[config.mk]
export PLATFORM = sky130hd
export DESIGN_NAME = address_range_lookup_table_flat
export DESIGN_NICKNAME = d
export VERILOG_FILES = /design/src/rtl/arlt_pkg.sv /design/src/rtl/arlt_req_if.sv /design/src/rtl/arlt_rsp_if.sv /design/src/rtl/address_range_lookup_table.sv /design/src/rtl/arlt_entry_ram.sv /design/src/flat_wrapper.sv
export SDC_FILE = /design/constraint.sdc
export NUM_CORES = 1
export LEC_CHECK = 0
export ABC_AREA = 1
export BUFFER_PORTS_ARGS = -buffer_cell sky130_fd_sc_hd__buf_2
export CAP_MARGIN = 20
export CELL_PAD_IN_SITES_DETAIL_PLACEMENT = 1
export CELL_PAD_IN_SITES_GLOBAL_PLACEMENT = 1
export CORE_MARGIN = 10
export CORE_UTILIZATION = 52
export DETAILED_ROUTE_END_ITERATION = 12
export PLACE_DENSITY_LB_ADDON = 0.1
export SYNTH_ARGS = -nofsm -noshare
export SYNTH_HDL_FRONTEND = slang
export SYNTH_SLANG_ARGS = --single-unit
[constraint.sdc]
create_clock -name clock -period 10 [get_ports clock]
set_input_delay 0.5 -clock clock [delete_from_list [all_inputs] [get_ports clock]]
set_output_delay 0.5 -clock clock [all_outputs]
set_load 0.02 [all_outputs]
[src/rtl/arlt_pkg.sv]
// Shared types, codes and range helpers for the address range lookup table.
// Depends on nothing; every other file of the block uses it.
package arlt_pkg;

   localparam int unsigned ARLT_ENTRIES = 16;
   localparam int unsigned ADDR_W       = 32;
   localparam int unsigned TAG_W        = 8;
   localparam int unsigned STATUS_W     = 2;

   typedef enum logic {
      KIND_INSERT = 1'b0,
      KIND_LOOKUP = 1'b1
   } kind_type;

   typedef enum logic [STATUS_W-1:0] {
      STATUS_OK   = 2'd0,
      STATUS_MISS = 2'd1,
      STATUS_FULL = 2'd2,
      STATUS_WRAP = 2'd3
   } status_type;

   typedef struct packed {
      logic [ADDR_W-1:0] base;
      logic [ADDR_W-1:0] length;
      logic [TAG_W-1:0]  tag;
   } entry_type;

   // True when [base, base + len) runs past the top of the address space.
   function automatic logic range_wraps(input logic [ADDR_W-1:0] base,
                                        input logic [ADDR_W-1:0] len);
      logic [ADDR_W-1:0] last_off;
      last_off = len - ADDR_W'(1);
      return (len != '0) && (last_off > ~base);
   endfunction

   // True when addr lies in the entry's range; zero length never hits.
   function automatic logic range_hits(input logic [ADDR_W-1:0] addr,
                                       input entry_type         ent);
      logic [ADDR_W-1:0] off;
      off = addr - ent.base;
      return (addr >= ent.base) && (off < ent.length);
   endfunction

endpackage

[src/rtl/arlt_req_if.sv]
// Request channel of the address range lookup table: valid/ready plus one beat.
// Depends on arlt_pkg.
interface arlt_req_if;
   logic                         valid;
   logic                         ready;
   arlt_pkg::kind_type           kind;
   logic [arlt_pkg::ADDR_W-1:0]  address;
   logic [arlt_pkg::ADDR_W-1:0]  length;
   logic [arlt_pkg::TAG_W-1:0]   entry_tag;

   modport source (output valid, kind, address, length, entry_tag, input ready);
   modport sink   (input valid, kind, address, length, entry_tag, output ready);
endinterface

[src/rtl/arlt_rsp_if.sv]
// Response channel of the address range lookup table: valid/ready plus one beat.
// Depends on arlt_pkg.
interface arlt_rsp_if;
   logic                        valid;
   logic                        ready;
   arlt_pkg::status_type        status;
   logic [arlt_pkg::TAG_W-1:0]  found_tag;

   modport source (output valid, status, found_tag, input ready);
   modport sink   (input valid, status, found_tag, output ready);
endinterface

[src/rtl/address_range_lookup_table.sv]
// Address range lookup table: inserts ranges (base, length, tag), looks up addresses.
// Sequence: accept in ST_IDLE, then ST_SCAN compares slots from 0 up until a hit, the last
// live slot, an empty table or a wrapping insert; ST_DONE posts the result to the response
// register once it is free. A new beat is taken only in ST_IDLE; the single-port scan paces it.
// Reset clears the fill count, the sequencer and the response register; the entry
// memory is not cleared, since only slots below the fill count are ever read.
module address_range_lookup_table #(
   parameter int unsigned ENTRIES = arlt_pkg::ARLT_ENTRIES
) (
   input  logic        clock,
   input  logic        reset,
   arlt_req_if.sink    req_bus,
   arlt_rsp_if.source  rsp_bus
);
   import arlt_pkg::*;

   localparam int unsigned IDX_W = (ENTRIES > 1) ? $clog2(ENTRIES) : 1;
   localparam int unsigned CNT_W = $clog2(ENTRIES + 1);

   typedef enum logic [2:0] {
      ST_IDLE = 3'b001,
      ST_SCAN = 3'b010,
      ST_DONE = 3'b100
   } state_type;

   // Sequencer and latched request beat
   state_type         state_ff, state_in;
   kind_type          kind_ff;
   logic [ADDR_W-1:0] addr_ff;
   logic [ADDR_W-1:0] len_ff;
   logic [TAG_W-1:0]  tag_ff;
   logic              wrap_ff;

   // Fill count: slots 0 .. used-1 are valid, always packed low
   logic [CNT_W-1:0]  used_ff, used_in;

   // Scan pointers: rd_ptr issues reads, cmp_idx tags the data coming back
   logic [CNT_W-1:0]  rd_ptr_ff, rd_ptr_in;
   logic [CNT_W-1:0]  cmp_idx_ff, cmp_idx_in;
   logic              rd_vld_ff, rd_vld_in;

   // Result held between the scan and the response register
   status_type        res_status_ff, res_status_in;
   logic [TAG_W-1:0]  res_tag_ff, res_tag_in;

   // Response register
   logic              rsp_valid_ff, rsp_valid_in;
   status_type        rsp_status_ff, rsp_status_in;
   logic [TAG_W-1:0]  rsp_tag_ff, rsp_tag_in;

   logic              req_fire;
   logic              hit, last, full, empty, finish, issue, out_free;
   logic              wr_en;
   logic [IDX_W-1:0]  wr_idx;
   entry_type         wr_data;
   entry_type         rd_data;

   arlt_entry_ram #(.ENTRIES(ENTRIES)) u_entry_ram (
      .clock   (clock),
      .wr_en   (wr_en),
      .wr_idx  (wr_idx),
      .wr_data (wr_data),
      .rd_en   (issue),
      .rd_idx  (rd_ptr_ff[IDX_W-1:0]),
      .rd_data (rd_data)
   );

   assign req_bus.ready = (state_ff == ST_IDLE);
   assign req_fire      = req_bus.valid && req_bus.ready;

   // A lookup hits on range membership, an insert on an identical base.
   assign hit   = rd_vld_ff && ((kind_ff == KIND_LOOKUP) ? range_hits(addr_ff, rd_data)
                                                        : (rd_data.base == addr_ff));
   assign last  = rd_vld_ff && ((cmp_idx_ff + CNT_W'(1)) == used_ff);
   assign full  = (used_ff == CNT_W'(ENTRIES));
   assign empty = (used_ff == '0);

   // Lowest entry is compared first, so the first hit is the winner: stop there.
   assign finish = (state_ff == ST_SCAN) && (wrap_ff || empty || hit || last);
   assign issue  = (state_ff == ST_SCAN) && !finish && (rd_ptr_ff < used_ff);

   // Write back: overwrite a matching base in place, else append at the fill count.
   assign wr_en   = finish && (kind_ff == KIND_INSERT) && !wrap_ff && (hit || !full);
   assign wr_idx  = hit ? cmp_idx_ff[IDX_W-1:0] : used_ff[IDX_W-1:0];
   assign wr_data = '{base: addr_ff, length: len_ff, tag: tag_ff};

   assign out_free = !rsp_valid_ff || rsp_bus.ready;

   always_comb begin
      state_in      = state_ff;
      used_in       = used_ff;
      rd_ptr_in     = rd_ptr_ff;
      cmp_idx_in    = cmp_idx_ff;
      rd_vld_in     = issue;
      res_status_in = res_status_ff;
      res_tag_in    = res_tag_ff;
      rsp_valid_in  = rsp_valid_ff && !rsp_bus.ready;
      rsp_status_in = rsp_status_ff;
      rsp_tag_in    = rsp_tag_ff;

      if (issue) begin
         rd_ptr_in  = rd_ptr_ff + CNT_W'(1);
         cmp_idx_in = rd_ptr_ff;
      end

      unique case (state_ff)
         ST_IDLE: begin
            if (req_fire) begin
               rd_ptr_in = '0;
               state_in  = ST_SCAN;
            end
         end
         ST_SCAN: begin
            if (finish) begin
               state_in = ST_DONE;
               if (kind_ff == KIND_LOOKUP) begin
                  res_status_in = hit ? STATUS_OK : STATUS_MISS;
                  res_tag_in    = hit ? rd_data.tag : '0;
               end else begin
                  res_tag_in = '0;
                  priority if (wrap_ff) begin
                     res_status_in = STATUS_WRAP;
                  end else if (hit || !full) begin
                     res_status_in = STATUS_OK;
                  end else begin
                     res_status_in = STATUS_FULL;
                  end
               end
               // Count only appended slots, not in-place replacements
               if (wr_en && !hit) begin
                  used_in = used_ff + CNT_W'(1);
               end
            end
         end
         ST_DONE: begin
            // Hold the result until the response register frees up
            if (out_free) begin
               rsp_valid_in  = 1'b1;
               rsp_status_in = res_status_ff;
               rsp_tag_in    = res_tag_ff;
               state_in      = ST_IDLE;
            end
         end
         default: begin
            state_in = ST_IDLE;
         end
      endcase
   end

   always_ff @(posedge clock) begin
      if (reset) begin
         state_ff     <= ST_IDLE;
         used_ff      <= '0;
         rd_vld_ff    <= 1'b0;
         rsp_valid_ff <= 1'b0;
      end else begin
         state_ff     <= state_in;
         used_ff      <= used_in;
         rd_vld_ff    <= rd_vld_in;
         rsp_valid_ff <= rsp_valid_in;
      end
   end

   always_ff @(posedge clock) begin
      if (req_fire) begin
         kind_ff <= req_bus.kind;
         addr_ff <= req_bus.address;
         len_ff  <= req_bus.length;
         tag_ff  <= req_bus.entry_tag;
         wrap_ff <= (req_bus.kind == KIND_INSERT) &&
                    range_wraps(req_bus.address, req_bus.length);
      end
      rd_ptr_ff     <= rd_ptr_in;
      cmp_idx_ff    <= cmp_idx_in;
      res_status_ff <= res_status_in;
      res_tag_ff    <= res_tag_in;
      rsp_status_ff <= rsp_status_in;
      rsp_tag_ff    <= rsp_tag_in;
   end

   assign rsp_bus.valid     = rsp_valid_ff;
   assign rsp_bus.status    = rsp_status_ff;
   assign rsp_bus.found_tag = rsp_tag_ff;

endmodule

[src/rtl/arlt_entry_ram.sv]
// Entry store: one write port, one read port with registered read data.
// Depends on arlt_pkg for the entry layout.
module arlt_entry_ram #(
   parameter  int unsigned ENTRIES = arlt_pkg::ARLT_ENTRIES,
   localparam int unsigned IDX_W   = (ENTRIES > 1) ? $clog2(ENTRIES) : 1
) (
   input  logic                clock,
   input  logic                wr_en,
   input  logic [IDX_W-1:0]    wr_idx,
   input  arlt_pkg::entry_type wr_data,
   input  logic                rd_en,
   input  logic [IDX_W-1:0]    rd_idx,
   output arlt_pkg::entry_type rd_data
);
   import arlt_pkg::*;

   entry_type mem [ENTRIES];
   entry_type rd_data_ff;

   always_ff @(posedge clock) begin
      if (wr_en) begin
         mem[wr_idx] <= wr_data;
      end
   end

   always_ff @(posedge clock) begin
      if (rd_en) begin
         rd_data_ff <= mem[rd_idx];
      end
   end

   assign rd_data = rd_data_ff;

endmodule

[src/flat_wrapper.sv]
// flat-port wrapper written by rule: the top's interface ports become plain ports
module address_range_lookup_table_flat import arlt_pkg::*;
#(
   parameter int unsigned ENTRIES = arlt_pkg::ARLT_ENTRIES
)
  (clock, reset, req_bus_valid, req_bus_kind, req_bus_address, req_bus_length, req_bus_entry_tag, req_bus_ready, rsp_bus_valid, rsp_bus_status, rsp_bus_found_tag, rsp_bus_ready);
  arlt_req_if req_bus_i ();
  arlt_rsp_if rsp_bus_i ();
  input  logic clock;
  input  logic reset;
  input wire logic [$bits(req_bus_i.valid)-1:0] req_bus_valid;
  input wire logic [$bits(req_bus_i.kind)-1:0] req_bus_kind;
  input wire logic [$bits(req_bus_i.address)-1:0] req_bus_address;
  input wire logic [$bits(req_bus_i.length)-1:0] req_bus_length;
  input wire logic [$bits(req_bus_i.entry_tag)-1:0] req_bus_entry_tag;
  output wire logic [$bits(req_bus_i.ready)-1:0] req_bus_ready;
  output wire logic [$bits(rsp_bus_i.valid)-1:0] rsp_bus_valid;
  output wire logic [$bits(rsp_bus_i.status)-1:0] rsp_bus_status;
  output wire logic [$bits(rsp_bus_i.found_tag)-1:0] rsp_bus_found_tag;
  input wire logic [$bits(rsp_bus_i.ready)-1:0] rsp_bus_ready;
  assign req_bus_i.valid = req_bus_valid;
  assign req_bus_i.kind = req_bus_kind;
  assign req_bus_i.address = req_bus_address;
  assign req_bus_i.length = req_bus_length;
  assign req_bus_i.entry_tag = req_bus_entry_tag;
  assign req_bus_ready = req_bus_i.ready;
  assign rsp_bus_valid = rsp_bus_i.valid;
  assign rsp_bus_status = rsp_bus_i.status;
  assign rsp_bus_found_tag = rsp_bus_i.found_tag;
  assign rsp_bus_i.ready = rsp_bus_ready;
  address_range_lookup_table #(.ENTRIES(ENTRIES)) u_core (.clock(clock), .reset(reset), .req_bus(req_bus_i), .rsp_bus(rsp_bus_i));
endmodule
==> flow_results.xml <==
<?xml version="1.0" encoding="UTF-8"?>
<metrics>
  <group name="outcome">
    <metric name="run_status" unit="">finished clean</metric>
  </group>
  <group name="die">
    <metric name="placement_rows" unit="">118</metric>
    <metric name="die_width" unit="um">343</metric>
    <metric name="ioPinCount" unit="">89</metric>
    <metric name="initial_utilization" unit="%">52.5</metric>
    <metric name="design.core.area" unit="um^2">104000</metric>
    <metric name="fp.dieH" unit="um">343</metric>
    <metric name="dieArea" unit="um^2">118000</metric>
  </group>
  <group name="timing">
    <metric name="worst-slew-pin-transition" unit="ns">1.14</metric>
    <metric name="unrepaired_setup_endpoints_after_global_routing" unit="">no</metric>
    <metric name="timing.clock.skew" unit="ns">0.0260</metric>
    <metric name="max_freq" unit="GHz">0.143</metric>
    <metric name="fin_ws" unit="ns">3.02</metric>
    <metric name="finalWorstPathRequiredPeriod" unit="ns">6.98</metric>
    <metric name="report.final.setup_viol" unit="">0</metric>
    <metric name="post-route-period-util" unit="%">69.8</metric>
    <metric name="timing.slew.headroom" unit="%">24.2</metric>
    <metric name="slew_viol_final" unit="">0</metric>
    <metric name="final.setup.tns" unit="ns">0</metric>
    <metric name="timing_hold_violations_final" unit="">0</metric>
    <metric name="finalHoldWorstSlack" unit="ns">0.0518</metric>
  </group>
  <group name="logic_synthesis">
    <metric name="synthesis.area_per_instance" unit="um^2">13.1</metric>
    <metric name="synth-seq-area-share" unit="%">73.6</metric>
    <metric name="ys_seq_elements" unit="">1338</metric>
    <metric name="syn_inst" unit="">4147</metric>
    <metric name="synth_area" unit="um^2">54400</metric>
    <metric name="synth_top_flop_cell" unit="">sky130_fd_sc_hd__edfxtp_1</metric>
    <metric name="yosys_warnings" unit="">0</metric>
    <metric name="synth_nets" unit="">4330</metric>
    <metric name="synth-edff-count" unit="">1323</metric>
    <metric name="asyncSetResetFlopFracSynth" unit="%">0</metric>
    <metric name="post_synth_num_cell_types" unit="">51</metric>
  </group>
  <group name="detailed_routing">
    <metric name="route.detailed.vias_per_inst" unit="">6.23</metric>
    <metric name="dr.pass1.iters" unit="">5</metric>
    <metric name="totalWireLength" unit="um">164000</metric>
    <metric name="drtAntennaViolNets" unit="">0</metric>
    <metric name="drt-wirelength-per-cell" unit="um">28.7</metric>
    <metric name="drt-initial-drc-count" unit="">4118</metric>
    <metric name="drcViolationCount" unit="">0</metric>
    <metric name="route.vias.total" unit="">35623</metric>
  </group>
  <group name="grt">
    <metric name="antenna_found_initial" unit="">14</metric>
    <metric name="grt_max_degree" unit="">115</metric>
    <metric name="first_global_vias" unit="">36393</metric>
    <metric name="overflow_after_grt" unit="">0</metric>
    <metric name="grt_usage" unit="%">27.5</metric>
    <metric name="grt_first_pass_wirelength" unit="um">241000</metric>
  </group>
  <group name="clock_network">
    <metric name="cts.reportedPaths.clkPinSlew" unit="ns">0.06</metric>
    <metric name="cts_sinks" unit="">1338</metric>
    <metric name="htreeDepth" unit="">4</metric>
    <metric name="postCtsSetupBuffers" unit="">0</metric>
    <metric name="post_cts_resize_count" unit="">0</metric>
    <metric name="clock_latency_reported_for_the_late_side_of_the_worst_skew_pair" unit="ns">0.75</metric>
    <metric name="cts_tree" unit="">done</metric>
    <metric name="numCtsBuffers" unit="">140</metric>
    <metric name="clock_path_buffers" unit="">3</metric>
    <metric name="clk_root_buffer_cell" unit="">sky130_fd_sc_hd__clkbuf_16</metric>
  </group>
  <group name="pwr">
    <metric name="cellPowerDensity" unit="nW/um^2">192</metric>
    <metric name="static_leakage" unit="nW">20.7</metric>
    <metric name="ir_drop" unit="V">0.000139</metric>
    <metric name="fin_total_pwr" unit="mW">11.7</metric>
  </group>
  <group name="cells_and_area">
    <metric name="final_layout_size_suffix_gt1_share" unit="%">9.29</metric>
    <metric name="final_net_count" unit="">4412</metric>
    <metric name="areaGrowthSynthToFinish" unit="%">12.3</metric>
    <metric name="number_of_fill_cells" unit="">10013</metric>
  </group>
  <group name="worst_setup_path">
    <metric name="crit_type" unit="">flip-flop to flip-flop</metric>
    <metric name="worst_ep_required_time" unit="ns">10.36</metric>
    <metric name="timing.critical_path.arrival" unit="ns">7.34</metric>
    <metric name="worst_path_max_delay_cell" unit="">sky130_fd_sc_hd__buf_4</metric>
    <metric name="critical_path.most_common_cell" unit="">sky130_fd_sc_hd__nand2_1</metric>
    <metric name="worst_setup_path_start_kind" unit="">flip-flop</metric>
    <metric name="worst_r2r_path_depth" unit="">33</metric>
    <metric name="cp_peak_stage_delay" unit="ns">0.84</metric>
    <metric name="crit_fanout" unit="">53</metric>
    <metric name="cp-end-kind" unit="">flip-flop</metric>
  </group>
  <group name="placement">
    <metric name="dp_slack" unit="ns">3.05</metric>
    <metric name="detailedPlacementHpwl" unit="um">95300</metric>
    <metric name="place.port_buffers" unit="">88</metric>
    <metric name="gp_congestion" unit="">0.873</metric>
  </group>
  <group name="job">
    <metric name="number_of_max_cap_violations" unit="">0</metric>
  </group>
  <group name="min_path">
    <metric name="hold_class" unit="">input pin to flip-flop</metric>
    <metric name="hold-path-cell-count" unit="">1</metric>
  </group>
</metrics>
==> through the flow <==
step	std cells	area, um^2	util [%]
after floorplan	4147	54400	-
after global placement	5436	56400	54.4
after detailed placement	5436	56400	54.4
after CTS	5715	61100	58.9
after global routing	5717	61100	59.0
final	5719	61100	59.0
==> path summary, 6_finish.rpt <==
kind,from,to,slack (ns)
worst max-delay path,u_core.addr_ff[0],u_core.u_entry_ram.mem[15][12],3.02
worst min-delay path,req_bus_address[24],u_core.addr_ff[24],0.05
worst min register to register,u_core.res_status_ff[1],u_core.rsp_bus.status[1],0.42
worst max register to register,u_core.addr_ff[0],u_core.u_entry_ram.mem[15][12],3.02
==> cells in the final DEF (no fill, tap or decap), types with 5 or more instances in the layout <==
master                             n
sky130_fd_sc_hd__edfxtp_1       1323
sky130_fd_sc_hd__nor2_1          675
sky130_fd_sc_hd__o21ai_0         602
sky130_fd_sc_hd__nand2_1         306
sky130_fd_sc_hd__o22ai_1         176
sky130_fd_sc_hd__inv_1           157
sky130_fd_sc_hd__clkbuf_16       147
sky130_fd_sc_hd__nand3_1         138
sky130_fd_sc_hd__o221ai_1        114
sky130_fd_sc_hd__ha_1            105
sky130_fd_sc_hd__buf_2            88
sky130_fd_sc_hd__a21oi_1          69
sky130_fd_sc_hd__buf_4            45
sky130_fd_sc_hd__xor2_1           39
sky130_fd_sc_hd__clkinv_1         34
sky130_fd_sc_hd__o211ai_1         33
sky130_fd_sc_hd__clkbuf_1         30
sky130_fd_sc_hd__dlygate4sd3_1    29
sky130_fd_sc_hd__xnor2_1          26
sky130_fd_sc_hd__nor2_4           19
sky130_fd_sc_hd__clkinv_2         19
sky130_fd_sc_hd__nor3_1           15
sky130_fd_sc_hd__nand2_2          14
sky130_fd_sc_hd__nand4_1          13
sky130_fd_sc_hd__dfxtp_1          12
sky130_fd_sc_hd__buf_12           11
sky130_fd_sc_hd__bufinv_16        10
sky130_fd_sc_hd__nand3_2           8
sky130_fd_sc_hd__o21a_1            7
sky130_fd_sc_hd__nor2_2            5
sky130_fd_sc_hd__a31oi_1           5
==> critical path, delay by kind of cell (launching register included) <==
family	cells	cell delay, ns
fa+ha+maj	3	0.90
compound gates	2	0.37
buf+inv	4	1.07
simple gates	23	3.31
xor+xnor	1	0.15
flops	1	0.67
==> report_power, final <==
group	internal, mW	switching (mW)
registers	6.23	0.115
logic	0.0976	0.204
clock network	2.93	2.12
==> cell families (layout without fill, tap and decap cells) <==
| logic type | Yosys count | after routing | share of synthesized area (%) |
|---|---|---|---|
| AOI/OAI and AO/OA | 1027 | 1027 | 10.9 |
| xor gates and xnor gates | 65 | 65 | 1.05 |
| adders and majority gates | 106 | 106 | 2.45 |
| buffers and inverters | 400 | 590 | 2.79 |
| DFF | 1338 | 1338 | 73.6 |
| other | 0 | 2 | 0 |
| and+or+nand+nor | 1211 | 1211 | 9.20 |
==> flip-flops by register name, indices dropped and copies added, names as in the netlist, 2 cells and up <==
name                        flops
u_core.u_entry_ram.mem       1152
u_core.res_status_ff            2
u_core.res_tag_ff               8
u_core.used_ff                  5
u_core.rd_ptr_ff                5
u_core.cmp_idx_ff               5
u_core.rsp_bus.status           2
u_core.len_ff                  32
u_core.state_ff                 3
u_core.u_entry_ram.rd_data     72
u_core.rsp_bus.found_tag        8
u_core.addr_ff                 32
u_core.tag_ff                   8
==> final cells by class <==
| class | count | area, um^2 | area share (%) |
|---|---|---|---|
| tap | 1380 | 1730 | 2.83 |
| timing repair buffer | 173 | 1290 | 2.11 |
| sequential | 1338 | 40000 | 65.5 |
| clock buffer | 177 | 3790 | 6.20 |
| clock inverter | 73 | 621 | 1.02 |
| antenna | 2 | 5.00 | 0.00819 |
| multi-input combinational | 2409 | 13000 | 21.3 |
| inverter | 167 | 652 | 1.07 |
==> metal layers <==
| layer | part of all wire [%] | track usage (%) |
|---|---|---|
| met5 | 0.018 | 0 |
| met4 | 2.5 | 8.00 |
| met3 | 7.3 | 4.73 |
| met2 | 48 | 44.7 |
| met1 | 42 | 38.1 |
==> cell usage after synthesis, drive strengths merged, types with 7 or more instances <==
master / count / share of area, %
a21oi: 69 / 0.63
buf: 12 / 0.11
clkbuf: 221 / 1.5
dfxtp: 15 / 0.55
edfxtp: 1323 / 73
ha: 105 / 2.4
inv: 167 / 1.2
nand2: 320 / 2.3
nand3: 147 / 1.4
nand4: 13 / 0.15
nor2: 699 / 4.9
nor3: 20 / 0.25
o211ai: 33 / 0.46
o21a: 7 / 0.097
o21ai: 606 / 5.6
o221ai: 114 / 1.8
o22ai: 176 / 2.0
xnor2: 26 / 0.42
xor2: 39 / 0.63
==> timing repair <==
action / in CTS / in global routing
hold buffers: 29 / 0
endpoints found under the setup margin: 0 / 0
endpoints found under the hold margin: 31 / 0
Note: power is estimated with default switching activity, not from simulation.
